**src/rtl/tkd_pkg.sv**
```systemverilog
// ----------------------------------------------------------------------------
// tkd_pkg
// Shared constants, event codes and cell control type for the key decoder
// and line editor.
// ----------------------------------------------------------------------------
`timescale 1ns / 1ps

package tkd_pkg;

  // sizes
  localparam int LINE_BYTES = 64;
  localparam int ESC_BYTES  = 32;
  localparam int POS_W      = 6;
  localparam int CNT_W      = 5;

  // event codes
  localparam logic [4:0] EV_PENDING      = 5'd0;
  localparam logic [4:0] EV_INSERT       = 5'd1;
  localparam logic [4:0] EV_FULL_DROP    = 5'd2;
  localparam logic [4:0] EV_LEFT         = 5'd3;
  localparam logic [4:0] EV_RIGHT        = 5'd4;
  localparam logic [4:0] EV_UP           = 5'd5;
  localparam logic [4:0] EV_DOWN         = 5'd6;
  localparam logic [4:0] EV_DEL          = 5'd7;
  localparam logic [4:0] EV_BKSP         = 5'd8;
  localparam logic [4:0] EV_HOME         = 5'd9;
  localparam logic [4:0] EV_END          = 5'd10;
  localparam logic [4:0] EV_CANCEL       = 5'd11;
  localparam logic [4:0] EV_LINE_BYTE    = 5'd12;
  localparam logic [4:0] EV_LINE_DONE    = 5'd13;
  localparam logic [4:0] EV_UNKNOWN      = 5'd14;
  localparam logic [4:0] EV_BAD_ESC      = 5'd15;
  localparam logic [4:0] EV_NON_CSI      = 5'd16;
  localparam logic [4:0] EV_UNKNOWN_CSI  = 5'd17;
  localparam logic [4:0] EV_ESC_OVERFLOW = 5'd18;

  // escape parser phases
  localparam logic [1:0] PH_NORMAL = 2'd0;
  localparam logic [1:0] PH_ESC    = 2'd1;
  localparam logic [1:0] PH_CSI    = 2'd2;
  localparam logic [1:0] PH_INTER  = 2'd3;

  // cell operations
  localparam logic [1:0] CELL_HOLD   = 2'd0;
  localparam logic [1:0] CELL_INSERT = 2'd1;
  localparam logic [1:0] CELL_DELETE = 2'd2;
  localparam logic [1:0] CELL_SHIFT  = 2'd3;

  // byte values
  localparam logic [7:0] CH_CTRL_A  = 8'h01;
  localparam logic [7:0] CH_CTRL_C  = 8'h03;
  localparam logic [7:0] CH_CTRL_E  = 8'h05;
  localparam logic [7:0] CH_BS      = 8'h08;
  localparam logic [7:0] CH_LF      = 8'h0a;
  localparam logic [7:0] CH_CR      = 8'h0d;
  localparam logic [7:0] CH_ESC     = 8'd27;
  localparam logic [7:0] CH_LBRACK  = 8'h5b;
  localparam logic [7:0] CH_D       = 8'h44;
  localparam logic [7:0] CH_C       = 8'h43;
  localparam logic [7:0] CH_A       = 8'h41;
  localparam logic [7:0] CH_B       = 8'h42;
  localparam logic [7:0] CH_3       = 8'h33;
  localparam logic [7:0] CH_TILDE   = 8'd126;
  localparam logic [7:0] CH_SPACE   = 8'h20;
  localparam logic [7:0] CH_INT_END = 8'h2f;
  localparam logic [7:0] CH_FIN_LO  = 8'h40;
  localparam logic [7:0] CH_ESC_HI  = 8'h5f;
  localparam logic [7:0] CH_PRN_HI  = 8'h7e;

  // control broadcast to every cell of the line row
  typedef struct packed {
    logic [1:0]       op;
    logic [POS_W-1:0] pos;
    logic [POS_W-1:0] len;
    logic [7:0]       fill;
  } cell_ctl_t;

endpackage

```
**src/rtl/tkd_cell.sv**
```systemverilog
// ----------------------------------------------------------------------------
// tkd_cell
// One character slot of the line store. On insert takes the fill byte at the
// insert position, else the left neighbor's; the right neighbor's on delete or readout.
// ----------------------------------------------------------------------------
`timescale 1ns / 1ps

module tkd_cell (
  input  logic                     clk,
  input  tkd_pkg::cell_ctl_t       ctl,
  input  logic [tkd_pkg::POS_W-1:0] idx,
  input  logic [7:0]               left_data,
  input  logic [7:0]               right_data,
  output logic [7:0]               data
);

  logic [tkd_pkg::POS_W:0] idx_x;
  logic [tkd_pkg::POS_W:0] pos_x;
  logic [tkd_pkg::POS_W:0] len_x;
  logic [7:0]              data_next;

  assign idx_x = {1'b0, idx};
  assign pos_x = {1'b0, ctl.pos};
  assign len_x = {1'b0, ctl.len};

  // slot update by operation and position
  always_comb begin
    data_next = data;
    case (ctl.op)
      tkd_pkg::CELL_INSERT: begin
        if (idx_x == pos_x) begin
          data_next = ctl.fill;
        end else if (idx_x > pos_x && idx_x <= len_x) begin
          data_next = left_data;
        end
      end
      tkd_pkg::CELL_DELETE: begin
        if (idx_x >= pos_x && (idx_x + 1'b1) < len_x) begin
          data_next = right_data;
        end
      end
      tkd_pkg::CELL_SHIFT: data_next = right_data;
      default: data_next = data;
    endcase
  end

  always_ff @(posedge clk) begin
    data <= data_next;
  end

endmodule

```
**src/rtl/tkd_row.sv**
```systemverilog
// ----------------------------------------------------------------------------
// tkd_row
// Row of line store cells, each linked to its neighbors. Slot zero is
// the head that readout drains from.
// ----------------------------------------------------------------------------
`timescale 1ns / 1ps

module tkd_row (
  input  logic               clk,
  input  tkd_pkg::cell_ctl_t ctl,
  output logic [7:0]         head
);

  logic [7:0] slot [tkd_pkg::LINE_BYTES];

  genvar i;
  generate
    for (i = 0; i < tkd_pkg::LINE_BYTES; i++) begin : g_cell
      logic [7:0] from_left;
      logic [7:0] from_right;

      // edge cells see zero outside the row
      if (i == 0) begin : g_first
        assign from_left = 8'h00;
      end else begin : g_mid_l
        assign from_left = slot[i-1];
      end
      if (i == tkd_pkg::LINE_BYTES - 1) begin : g_last
        assign from_right = 8'h00;
      end else begin : g_mid_r
        assign from_right = slot[i+1];
      end

      tkd_cell u_cell (
        .clk        (clk),
        .ctl        (ctl),
        .idx        (tkd_pkg::POS_W'(i)),
        .left_data  (from_left),
        .right_data (from_right),
        .data       (slot[i])
      );
    end
  endgenerate

  assign head = slot[0];

endmodule

```
**src/rtl/terminal_key_decoder_line_editor_core.sv**
```systemverilog
// Results: a byte other than CR or LF gives a single result, registered in the cycle after the byte is accepted.
// Throughput: one byte per cycle for edit, cursor and escape bytes unless a readout
// runs or the result stalls; inserts and deletes shift the cells past the position at once.
// Enter drains the row one cell per cycle unless the result stalls: length+1 results.
// Reset: synchronous; clears parser, cursor, length and output valid; cells are not reset.
// ----------------------------------------------------------------------------
// terminal_key_decoder_line_editor_core
// Terminal key decoder with ESC/CSI parser and a bounded line editor built
// on a row of character cells.
// ----------------------------------------------------------------------------
`timescale 1ns / 1ps

module terminal_key_decoder_line_editor_core (
  input  logic                      clk,
  input  logic                      rst,
  input  logic                      rx_valid,
  output logic                      rx_stall,
  input  logic [7:0]                rx_byte,
  output logic                      res_valid,
  input  logic                      res_stall,
  output logic [4:0]                event_res,
  output logic [7:0]                line_byte,
  output logic [tkd_pkg::POS_W-1:0] cursor,
  output logic [tkd_pkg::POS_W-1:0] length,
  output logic                      last
);

  localparam logic ST_IDLE = 1'b0;
  localparam logic ST_EMIT = 1'b1;
  localparam logic [tkd_pkg::CNT_W-1:0] ESC_MAX = tkd_pkg::CNT_W'(tkd_pkg::ESC_BYTES - 1);
  localparam logic [tkd_pkg::POS_W-1:0] LEN_MAX = tkd_pkg::POS_W'(tkd_pkg::LINE_BYTES - 1);

  logic                      state;
  logic [1:0]                phase;
  logic [7:0]                seq_first;
  logic [7:0]                seq_second;
  logic [tkd_pkg::CNT_W-1:0] seq_count;
  logic [tkd_pkg::POS_W-1:0] line_length;
  logic [tkd_pkg::POS_W-1:0] cursor_pos;
  logic [tkd_pkg::POS_W-1:0] sent;

  logic [1:0]                phase_next;
  logic [7:0]                first_next;
  logic [7:0]                second_next;
  logic [tkd_pkg::CNT_W-1:0] count_next;
  logic [tkd_pkg::POS_W-1:0] len_next;
  logic [tkd_pkg::POS_W-1:0] cur_next;
  logic [4:0]                ev;
  logic                      go_emit;
  tkd_pkg::cell_ctl_t        dec_ctl;
  tkd_pkg::cell_ctl_t        row_ctl;
  logic [7:0]                head;

  logic                      out_free;
  logic                      accept;
  logic                      emit_step;
  logic                      emit_byte;

  // pushed sequence bytes and finish decode
  logic                      cnt_sat;
  logic [7:0]                first_p;
  logic [7:0]                second_p;
  logic [tkd_pkg::CNT_W-1:0] count_p;
  logic [7:0]                sec_f;
  logic [4:0]                fin_ev;
  logic [tkd_pkg::POS_W-1:0] fin_cur;
  logic [tkd_pkg::POS_W-1:0] fin_len;
  tkd_pkg::cell_ctl_t        fin_ctl;
  tkd_pkg::cell_ctl_t        hold_ctl;

  // handshake
  assign out_free  = !res_valid || !res_stall;
  assign rx_stall  = (state != ST_IDLE) || !out_free;
  assign accept    = rx_valid && !rx_stall;
  assign emit_step = (state == ST_EMIT) && out_free;
  assign emit_byte = sent < line_length;

  assign hold_ctl = '{op: tkd_pkg::CELL_HOLD, pos: cursor_pos, len: line_length, fill: rx_byte};

  // sequence byte capture, saturating count
  always_comb begin
    cnt_sat  = seq_count >= ESC_MAX;
    first_p  = (!cnt_sat && seq_count == '0) ? rx_byte : seq_first;
    second_p = (!cnt_sat && seq_count == tkd_pkg::CNT_W'(1)) ? rx_byte : seq_second;
    count_p  = cnt_sat ? seq_count : seq_count + 1'b1;
    sec_f    = (count_p >= tkd_pkg::CNT_W'(2)) ? second_p : 8'h00;
  end

  // final byte of a csi sequence
  always_comb begin
    fin_ev  = tkd_pkg::EV_UNKNOWN_CSI;
    fin_cur = cursor_pos;
    fin_len = line_length;
    fin_ctl = hold_ctl;
    if (count_p >= ESC_MAX) begin
      fin_ev = tkd_pkg::EV_ESC_OVERFLOW;
    end else if (first_p == tkd_pkg::CH_D) begin
      fin_ev = tkd_pkg::EV_LEFT;
      if (cursor_pos != '0) fin_cur = cursor_pos - 1'b1;
    end else if (first_p == tkd_pkg::CH_C) begin
      fin_ev = tkd_pkg::EV_RIGHT;
      if (cursor_pos < line_length) fin_cur = cursor_pos + 1'b1;
    end else if (first_p == tkd_pkg::CH_A) begin
      fin_ev = tkd_pkg::EV_UP;
    end else if (first_p == tkd_pkg::CH_B) begin
      fin_ev = tkd_pkg::EV_DOWN;
    end else if (first_p == tkd_pkg::CH_3 && sec_f == tkd_pkg::CH_TILDE) begin
      fin_ev = tkd_pkg::EV_DEL;
      if (cursor_pos < line_length) begin
        fin_len    = line_length - 1'b1;
        fin_ctl.op = tkd_pkg::CELL_DELETE;
      end
    end
  end

  // byte decode
  always_comb begin
    phase_next  = phase;
    first_next  = seq_first;
    second_next = seq_second;
    count_next  = seq_count;
    len_next    = line_length;
    cur_next    = cursor_pos;
    ev          = tkd_pkg::EV_PENDING;
    go_emit     = 1'b0;
    dec_ctl     = hold_ctl;
    if (phase == tkd_pkg::PH_ESC && rx_byte inside {[tkd_pkg::CH_FIN_LO:tkd_pkg::CH_ESC_HI]}) begin
      if (rx_byte == tkd_pkg::CH_LBRACK) begin
        phase_next = tkd_pkg::PH_CSI;
      end else begin
        phase_next = tkd_pkg::PH_NORMAL;
        ev         = tkd_pkg::EV_NON_CSI;
      end
    end else if (phase == tkd_pkg::PH_CSI) begin
      if (!(rx_byte inside {[tkd_pkg::CH_SPACE:tkd_pkg::CH_PRN_HI]})) begin
        phase_next = tkd_pkg::PH_NORMAL;
        count_next = '0;
        ev         = tkd_pkg::EV_BAD_ESC;
      end else begin
        first_next  = first_p;
        second_next = second_p;
        if (rx_byte >= tkd_pkg::CH_FIN_LO) begin
          phase_next = tkd_pkg::PH_NORMAL;
          count_next = '0;
          ev         = fin_ev;
          cur_next   = fin_cur;
          len_next   = fin_len;
          dec_ctl    = fin_ctl;
        end else begin
          count_next = count_p;
          if (rx_byte <= tkd_pkg::CH_INT_END) phase_next = tkd_pkg::PH_INTER;
        end
      end
    end else if (phase == tkd_pkg::PH_INTER) begin
      if (rx_byte inside {[tkd_pkg::CH_FIN_LO:tkd_pkg::CH_PRN_HI]}) begin
        first_next  = first_p;
        second_next = second_p;
        phase_next  = tkd_pkg::PH_NORMAL;
        count_next  = '0;
        ev          = fin_ev;
        cur_next    = fin_cur;
        len_next    = fin_len;
        dec_ctl     = fin_ctl;
      end else if (rx_byte inside {[tkd_pkg::CH_SPACE:tkd_pkg::CH_INT_END]}) begin
        first_next  = first_p;
        second_next = second_p;
        count_next  = count_p;
      end else begin
        phase_next = tkd_pkg::PH_NORMAL;
        count_next = '0;
        ev         = tkd_pkg::EV_BAD_ESC;
      end
    end else begin
      // plain byte, also after esc when outside the escape range
      case (rx_byte)
        tkd_pkg::CH_CR, tkd_pkg::CH_LF: go_emit = 1'b1;
        tkd_pkg::CH_CTRL_A: begin
          cur_next = '0;
          ev       = tkd_pkg::EV_HOME;
        end
        tkd_pkg::CH_CTRL_C: begin
          cur_next = '0;
          len_next = '0;
          ev       = tkd_pkg::EV_CANCEL;
        end
        tkd_pkg::CH_CTRL_E: begin
          cur_next = line_length;
          ev       = tkd_pkg::EV_END;
        end
        tkd_pkg::CH_BS: begin
          ev = tkd_pkg::EV_BKSP;
          if (cursor_pos != '0) begin
            cur_next    = cursor_pos - 1'b1;
            len_next    = line_length - 1'b1;
            dec_ctl.op  = tkd_pkg::CELL_DELETE;
            dec_ctl.pos = cursor_pos - 1'b1;
          end
        end
        tkd_pkg::CH_ESC: phase_next = tkd_pkg::PH_ESC;
        default: begin
          if (rx_byte inside {[tkd_pkg::CH_SPACE:tkd_pkg::CH_PRN_HI]}) begin
            if (line_length >= LEN_MAX) begin
              ev = tkd_pkg::EV_FULL_DROP;
            end else begin
              ev         = tkd_pkg::EV_INSERT;
              cur_next   = cursor_pos + 1'b1;
              len_next   = line_length + 1'b1;
              dec_ctl.op = tkd_pkg::CELL_INSERT;
            end
          end else begin
            ev = tkd_pkg::EV_UNKNOWN;
          end
        end
      endcase
    end
  end

  // cell row control: readout shift, edit on accept, else hold
  always_comb begin
    row_ctl = hold_ctl;
    if (emit_step && emit_byte) begin
      row_ctl.op = tkd_pkg::CELL_SHIFT;
    end else if (accept) begin
      row_ctl = dec_ctl;
    end
  end

  tkd_row u_row (
    .clk  (clk),
    .ctl  (row_ctl),
    .head (head)
  );

  // control state
  always_ff @(posedge clk) begin
    if (rst) begin
      state       <= ST_IDLE;
      phase       <= tkd_pkg::PH_NORMAL;
      seq_first   <= '0;
      seq_second  <= '0;
      seq_count   <= '0;
      line_length <= '0;
      cursor_pos  <= '0;
      sent        <= '0;
    end else if (accept) begin
      phase      <= phase_next;
      seq_first  <= first_next;
      seq_second <= second_next;
      seq_count  <= count_next;
      if (go_emit) begin
        state <= ST_EMIT;
        sent  <= '0;
      end else begin
        line_length <= len_next;
        cursor_pos  <= cur_next;
      end
    end else if (emit_step) begin
      if (emit_byte) begin
        sent <= sent + 1'b1;
      end else begin
        state       <= ST_IDLE;
        line_length <= '0;
        cursor_pos  <= '0;
      end
    end
  end

  // result valid
  always_ff @(posedge clk) begin
    if (rst) begin
      res_valid <= 1'b0;
    end else if ((accept && !go_emit) || emit_step) begin
      res_valid <= 1'b1;
    end else if (!res_stall) begin
      res_valid <= 1'b0;
    end
  end

  // result payload
  always_ff @(posedge clk) begin
    if (accept && !go_emit) begin
      event_res <= ev;
      line_byte <= 8'h00;
      cursor    <= cur_next;
      length    <= len_next;
      last      <= 1'b1;
    end else if (emit_step) begin
      cursor <= cursor_pos;
      length <= line_length;
      if (emit_byte) begin
        event_res <= tkd_pkg::EV_LINE_BYTE;
        line_byte <= head;
        last      <= 1'b0;
      end else begin
        event_res <= tkd_pkg::EV_LINE_DONE;
        line_byte <= 8'h00;
        last      <= 1'b1;
      end
    end
  end

endmodule

```
**config.mk**
```make
export PLATFORM = sky130hd
export DESIGN_NAME = terminal_key_decoder_line_editor_core
export DESIGN_NICKNAME = d
export VERILOG_FILES = /design/src/rtl/tkd_pkg.sv /design/src/rtl/tkd_cell.sv /design/src/rtl/tkd_row.sv /design/src/rtl/terminal_key_decoder_line_editor_core.sv
export SDC_FILE = /design/constraint.sdc
export NUM_CORES = 2
export LEC_CHECK = 0
export BUFFER_PORTS_ARGS = -buffer_cell sky130_fd_sc_hd__buf_2
export CAP_MARGIN = 20
export CORE_MARGIN = 8
export CORE_UTILIZATION = 30
export DETAILED_ROUTE_END_ITERATION = 16
export PLACE_DENSITY = 0.47
export SLEW_MARGIN = 20
export SYNTH_ARGS = -nofsm -noshare
export SYNTH_HDL_FRONTEND = slang
export SYNTH_SLANG_ARGS = --single-unit
```
**constraint.sdc**
```tcl
create_clock -name clk -period 7.4 [get_ports clk]
set_input_delay 0.74 -clock clk [delete_from_list [all_inputs] [get_ports clk]]
set_output_delay 0.74 -clock clk [all_outputs]
set_load 0.005 [all_outputs]
```
Yosys cells after proc, flatten, opt, wreduce, memory -nomap -nowiden
Cells that the tools add are included.
{ "totals": {"register_bits": 581, "out_inout_bits": 28} }
{ "op_classes": {"n_reduce_logical": 234, "n_addsub": 6, "muxes": 385, "n_eq_ne": 219, "bitwise_logic": 1, "magnitude_cmp": 267} }
{ "op_table": {"columns": ["cell", "count"], "rows": [
  ["two-way mux 8 bit", 208],
  ["one-hot mux 8 bit (3 select lines)", 64],
  ["two-way mux 6 bit", 44],
  ["AND reduction 3 bit", 68],
  ["== test 6 bit (first input constant)", 32],
  [">= comparator 6 bit (first input constant)", 32],
  ["> comparator 6 bit (first input constant)", 32],
  ["less-or-equal comparator 6 bit (first input constant)", 32],
  ["< comparator 6 bit (first input constant)", 32],
  ["inequality test 3 bit (second input constant)", 64],
  ["logical AND 1 bit", 140],
  ["inequality test 2 bit (second input constant)", 67],
  ["two-way mux 22 bit", 6],
  ["two-way mux 5 bit", 22],
  ["== test 5 x 6 -> 1 bit (first input constant)", 16],
  [">= comparator 5 x 6 -> 1 bit (first input constant)", 16],
  ["> comparator 5 x 6 -> 1 bit (first input constant)", 16],
  ["less-or-equal comparator 5 x 6 -> 1 bit (first input constant)", 16],
  ["< comparator 5 x 6 -> 1 bit (first input constant)", 16],
  ["== test 4 x 6 -> 1 bit (first input constant)", 8],
  ["== test 8 x 7 -> 1 bit (second input constant)", 6],
  [">= comparator 4 x 6 -> 1 bit (first input constant)", 8],
  ["> comparator 4 x 6 -> 1 bit (first input constant)", 8],
  ["less-or-equal comparator 4 x 6 -> 1 bit (first input constant)", 8],
  ["other kinds (63)", 151]
]} }

Longest topological paths before layout
{ "depth": {"ltp_word": 24, "mapped_depth": 15, "depth_no_buf": 10} }

By module
A second synthesis with hierarchy kept.
{ "unflattened": {"cells_unflattened": 7223, "hier_area_um2": 65218.8} }
{ "by_module_without_submodules": {"columns": ["module", "cells_per_inst", "instances", "area_per_inst_um2"], "rows": [
  ["tkd_cell (u_row.g_cell[0].u_cell ...)", 102, 60, 934.6],
  ["terminal_key_decoder_line_editor_core", 684, 1, 5435.2],
  ["tkd_cell (u_row.g_cell[7].u_cell ...)", 104, 3, 922.1],
  ["tkd_cell (u_row.g_cell[6].u_cell)", 105, 1, 930.9],
  ["tkd_row", 2, 1, 7.5]
]} }

Least setup slack after synthesis
Ideal clock, no wire load.
{ "synth_path": {"path_type": "flip-flop to flip-flop", "start": "register seq_count[0] (netlist bit)", "end": "register u_row.g_cell[31].u_cell.data[0] (enable)", "slack_ns": 3.002, "n_path_buf": 4, "path_stages_with_launch": 15, "setup_ns": 0.387, "t_arrival_ns": 4.012, "required_ns": 7.013, "path_cell_list": "dfxtp_1 -> ha_1 -> and3_1 -> ha_1 -> clkbuf_1 -> nor4_1 -> nand4_1 -> a222oi_1 -> a41oi_1 -> o21ai_2 -> buf_6 -> buf_6 -> buf_4 -> nand2_1 -> o31ai_1"} }
{ "synth_between": {"elab_chain_len": 22, "word_cells_on_any_way": 41, "cone_classes": "1 x add/sub; 3 x order compare; 12 x eq/ne; 18 x mux; 7 x reduce/logical"} }
{ "synth_rtl": {"columns": ["element", "line", "text"], "rows": [
  ["from (decl)", "terminal_key_decoder_line_editor_core.sv:37", "logic [tkd_pkg::CNT_W-1:0] seq_count;"],
  ["from (signal assigned)", "terminal_key_decoder_line_editor_core.sv:249", "seq_count <= count_next;"],
  ["parallel branches: the longest is 12 deep, another holds adder 5 x 1 -> 5 bit", null, null],
  ["two-way mux 2 bit *", "terminal_key_decoder_line_editor_core.sv:95", "if (count_p >= ESC_MAX) begin"],
  ["two-way mux 22 bit, on equally long branches", "terminal_key_decoder_line_editor_core.sv:155, terminal_key_decoder_line_editor_core.sv:142", null],
  ["two-way mux 8 bit / two-way mux 22 bit (equally long branches)", "terminal_key_decoder_line_editor_core.sv:154, terminal_key_decoder_line_editor_core.sv:135", null],
  ["two-way mux 22 bit *", "terminal_key_decoder_line_editor_core.sv:134", "end else if (phase == tkd_pkg::PH_CSI) begin"],
  ["two-way mux 22 bit *", "terminal_key_decoder_line_editor_core.sv:127", "if (phase == tkd_pkg::PH_ESC && rx_byte inside {[tkd_pkg::CH_FIN_LO:tkd_pkg::CH_ESC_HI]}) begin"],
  ["two-way mux 22 bit *", "terminal_key_decoder_line_editor_core.sv:223", "end else if (accept) begin"],
  ["two-way mux 2 bit *", "terminal_key_decoder_line_editor_core.sv:221", "if (emit_step && emit_byte) begin"],
  ["== test 2 x 1 -> 1 bit / == test 2 bit (equally long branches)", "tkd_cell.sv:29", "case (ctl.op)"],
  ["inequality test 3 bit (no source line), or another cell as far along", null, null],
  ["AND reduction 3 bit (no source line) *", null, null],
  ["to (signal assigned)", "tkd_cell.sv:48", "data <= data_next;"],
  ["to (decl)", "tkd_cell.sv:14", "output logic [7:0] data"]
]} }
Every way passes the cells marked *.
A chain may end at the register's enable or synchronous reset.

Worst setup path in the final report
{ "layout_path": {"start": "register seq_count[0] (netlist bit)", "end": "register u_row.g_cell[18].u_cell.data[7] (data pin)"} }
{ "layout_between": {"elab_chain_len": 21, "word_cells_on_any_way": 38, "cone_classes": "1 x add/sub; 3 x order compare; 10 x eq/ne; 19 x mux; 5 x reduce/logical"} }
{ "layout_rtl": {"columns": ["element", "line", "text"], "rows": [
  ["parallel branches: the longest is 12 deep, another holds adder 5 x 1 -> 5 bit", null, null],
  ["two-way mux 2 bit *", "terminal_key_decoder_line_editor_core.sv:95", null],
  ["two-way mux 22 bit, on equally long branches", "terminal_key_decoder_line_editor_core.sv:155, terminal_key_decoder_line_editor_core.sv:142", null],
  ["two-way mux 8 bit / two-way mux 22 bit (equally long branches)", "terminal_key_decoder_line_editor_core.sv:154, terminal_key_decoder_line_editor_core.sv:135", null],
  ["two-way mux 22 bit *", "terminal_key_decoder_line_editor_core.sv:134", null],
  ["two-way mux 22 bit *", "terminal_key_decoder_line_editor_core.sv:127", null],
  ["two-way mux 22 bit *", "terminal_key_decoder_line_editor_core.sv:223", null],
  ["two-way mux 2 bit *", "terminal_key_decoder_line_editor_core.sv:221", null],
  ["== test 2 bit / == test 2 x 1 -> 1 bit (equally long branches)", "tkd_cell.sv:29", null],
  ["one-hot mux 8 bit (3 select lines) *", "tkd_cell.sv:29", null],
  ["via u_row.g_cell[18].u_cell.data_next[7]", "tkd_cell.sv:20", "logic [7:0] data_next;"],
  ["to (signal assigned)", "tkd_cell.sv:48", null],
  ["to (decl)", "tkd_cell.sv:14", null]
]} }
Mark *: on every way through the listed nets, which the timed path passes.

==> results by group <==
Status
  – Outcome: completed

Placement
  – Detailed placer's ending HPWL: 79700 um
  – Post-Place Cells: 4867
  – GP Congestion: around 0.99
  – Pre-CTS setup slack: approximately 1.8 ns
  – Area after DPL: 36300 um^2
  – Port Buffers: 39

STA
  – Relative slew slack: 19.8%
  – Final Hold Violating Endpoints: 0
  – Fmax: 185 MHz
  – RSZ-0062 raised after global routing: false
  – Final setup fails: 0
  – Worst-Margin Slew: 1.17 ns
  – Total negative slack: 0 ns
  – Min cycle time layout: 5.41 ns
  – Min Hold Slack: between 0.4 and 0.5 ns
  – Final slew viol count: 0
  – Final worst slack: 1.99 ns
  – Clk_skew: roughly 0.028 ns
  – Period utilisation layout: 73.1%

Synthesis
  – Distinct cells, synth: 86
  – Synth Cell Area: roughly 34000 um^2
  – Post-synthesis sequential area ratio: 49.1%
  – Yosys warning total: 0
  – Avg Cell Area, Syn: between 9 and 10 um^2
  – Async S/R FF share, synth: 0%
  – EDFF count, synth: about 530
  – Yosys reg bits: 581
  – Main flop type after synthesis: edfxtp_1
  – Mapped Cells: 3537
  – Syn nets: 3570

Final layout
  – Ant. Diodes: 0
  – Fill cells: approximately 12000
  – Area Overhead vs Synth: 12.0%
  – Commonest non-fill, non-tap cell in the layout: nand2_1
  – Area occupied by multi-input gates: around 16000 um^2
  – Final non-filler cell area: 38600 um^2
  – Final Util: approximately a third
  – Fin nets: 3463
  – Layout cells sized above 1: 9.55%
  – Most frequent cells in the layout: 612 x nand2_1, 529 x edfxtp_1, 511 x mux2i_1, 415 x o21ai_0, 183 x o21ai_1
  – Storage cell area: 16900 um^2
  – Final cell count without fillers: 4999

Routing
  – Routed WL: between 100000 and 150000 um
  – DR WL/cell: 23.5 um
  – Via density: roughly 5.6
  – Vias: 27900
  – Drt pass-1 iters: 5
  – DRC violations left: 0
  – Antenna Nets Post-Route: 0
  – DRT iter0 DRCs: 2797

CTS
  – Post-cts hold buffer count: 0
  – CTS tree: built
  – Clock transition at the registers of the reported paths: 0.06 ns
  – # clock sinks: 581
  – Insertion delay of the later-clocked pin in the worst-skew pair: 0.63 ns
  – Max Root-Sink Buffers: 3
  – Post-CTS Setup Inserts: 0
  – PostCTS Resize Cnt: 0
  – H-tree depth: 3
  – Cts bufs inserted: 73
  – Root buffer cell: clkbuf_16

GRT
  – Total GRT Usage: 18.0%
  – First-pass GRT wire length: 178000 um
  – Number of global-route vias before repair: about 28000
  – Total gr overflow: 0
  – Initial antenna violation count: 3
  – Largest net degree at the start of global routing: 262

Setup path
  – Setup crit end kind: flip-flop
  – Worst Path Required: just under 8 ns
  – Crit Path Max Fanout: 72
  – Critical-path cell list: ha_1, and3_1, ha_1, or4_1, a211o_1, a222oi_1, a41oi_1, o21ai_4, buf_4, buf_4, o21ai_0
  – Critical Path Max Stage Delay: about 0.84 ns
  – Crit path kind: reg -> reg
  – Startpoint Class: flip-flop
  – Crit path DAT: between 5 and 6 ns
  – Slowest cell on crit path: o21ai_4

Floorplanning
  – IO Pins: 40
  – Row cnt: roughly 120
  – Die width: 355 um
  – Initial Util: 30.2%
  – Core Area: 114000 um^2
  – Die Y: around 360 um
  – Total die area: 126000 um^2

Pwr
  – Total power: 7.49 mW
  – Pleak: between 10 and 15 nW
  – Peak supply drop: 0.156 mV
  – Pwr dens: 194 nW/um^2

Min path
  – HP Class: reg -> reg

Run
  – # Max-Cap Violations: 0
[metal layers]
metal  vias up  global-route usage, %  wire length [um]
li1      13000                      -                 -
met3       288                   3.60              8240
met2      1045                   27.3             50800
met1     13600                   25.1             53600
met5         -                      0                 0
met4         0                   6.97              4930
[flip-flops by register name, summed over array words and instances, names as in the netlist]
register / count
u_row.g_cell.u_cell.data: 512
line_byte: 8
seq_first: 8
seq_second: 8
cursor: 6
cursor_pos: 6
length: 6
line_length: 6
sent: 6
event_res: 5
seq_count: 5
phase: 2
last: 1
res_valid: 1
state: 1
[report_power, final]
group	switching, mW	internal, mW	leakage (nW)	total, mW
clock network	1.46	2.03	1.12	3.48
registers	0.0144	3.57	5.20	3.58
logic	0.320	0.102	6.61	0.422
total	1.79	5.70	12.9	7.49
[cell families after synthesis]
logic type	Yosys count	share of synthesized area, %
and+or+nand+nor	1031	13.3
AOI/OAI and AO/OA	1010	17.1
DFF	581	49.1
muxes	513	14.9
buffers and inverters	369	4.56
adders and majority gates	21	0.762
xor gates and xnor gates	12	0.305
[synth_stat cells (29+ instances only)]
library cell,number,area (um^2)
mux2i_1,511,5110
nor2_1,142,533
a31oi_1,41,257
nor3_1,57,285
nor4_1,31,194
edfxtp_1,529,15900
o21ai_1,182,911
or3_1,29,181
o21ai_0,417,2090
a21oi_1,123,616
buf_2,82,410
nand2_1,613,2300
dfxtp_1,52,1040
nand3_1,34,170
clkbuf_1,225,845
[final timing paths]
path / start / to / slack, ns / cells after the start
worst min-delay path: seq_second[7]$_SDFFE_PP0P_ / seq_second[7]$_SDFFE_PP0P_ / 0.48 / 1
worst min register to register: seq_second[7]$_SDFFE_PP0P_ / seq_second[7]$_SDFFE_PP0P_ / 0.48 / 1
worst max-delay path: seq_count[0]$_SDFFE_PP0P_ / u_row.g_cell[18].u_cell.data[7]$_DFFE_PP_ / 1.99 / 11
worst max register to register: seq_count[0]$_SDFFE_PP0P_ / u_row.g_cell[18].u_cell.data[7]$_DFFE_PP_ / 1.99 / 11
[final cells by class]
cell class | instances | share of cell area (%)
Clock buffer | 97 | 5.23
Clock inverter | 35 | 0.690
Inverter | 26 | 0.253
Multi-Input combinational cell | 2587 | 42.0
Sequential cell | 581 | 43.8
Tap cell | 1512 | 4.90
Timing Repair Buffer | 161 | 3.06
[worst max-delay path: cells and delay by family (launching register included)]
family	cells	cell delay [ns]
AO/OA/AOI/OAI	5	2.12
buffers and inverters	2	1.18
AND/OR/NAND/NOR	2	0.79
adder cells (fa/ha/maj)	2	0.57
flip-flops	1	0.37
(Power assumes the default switching activity.)
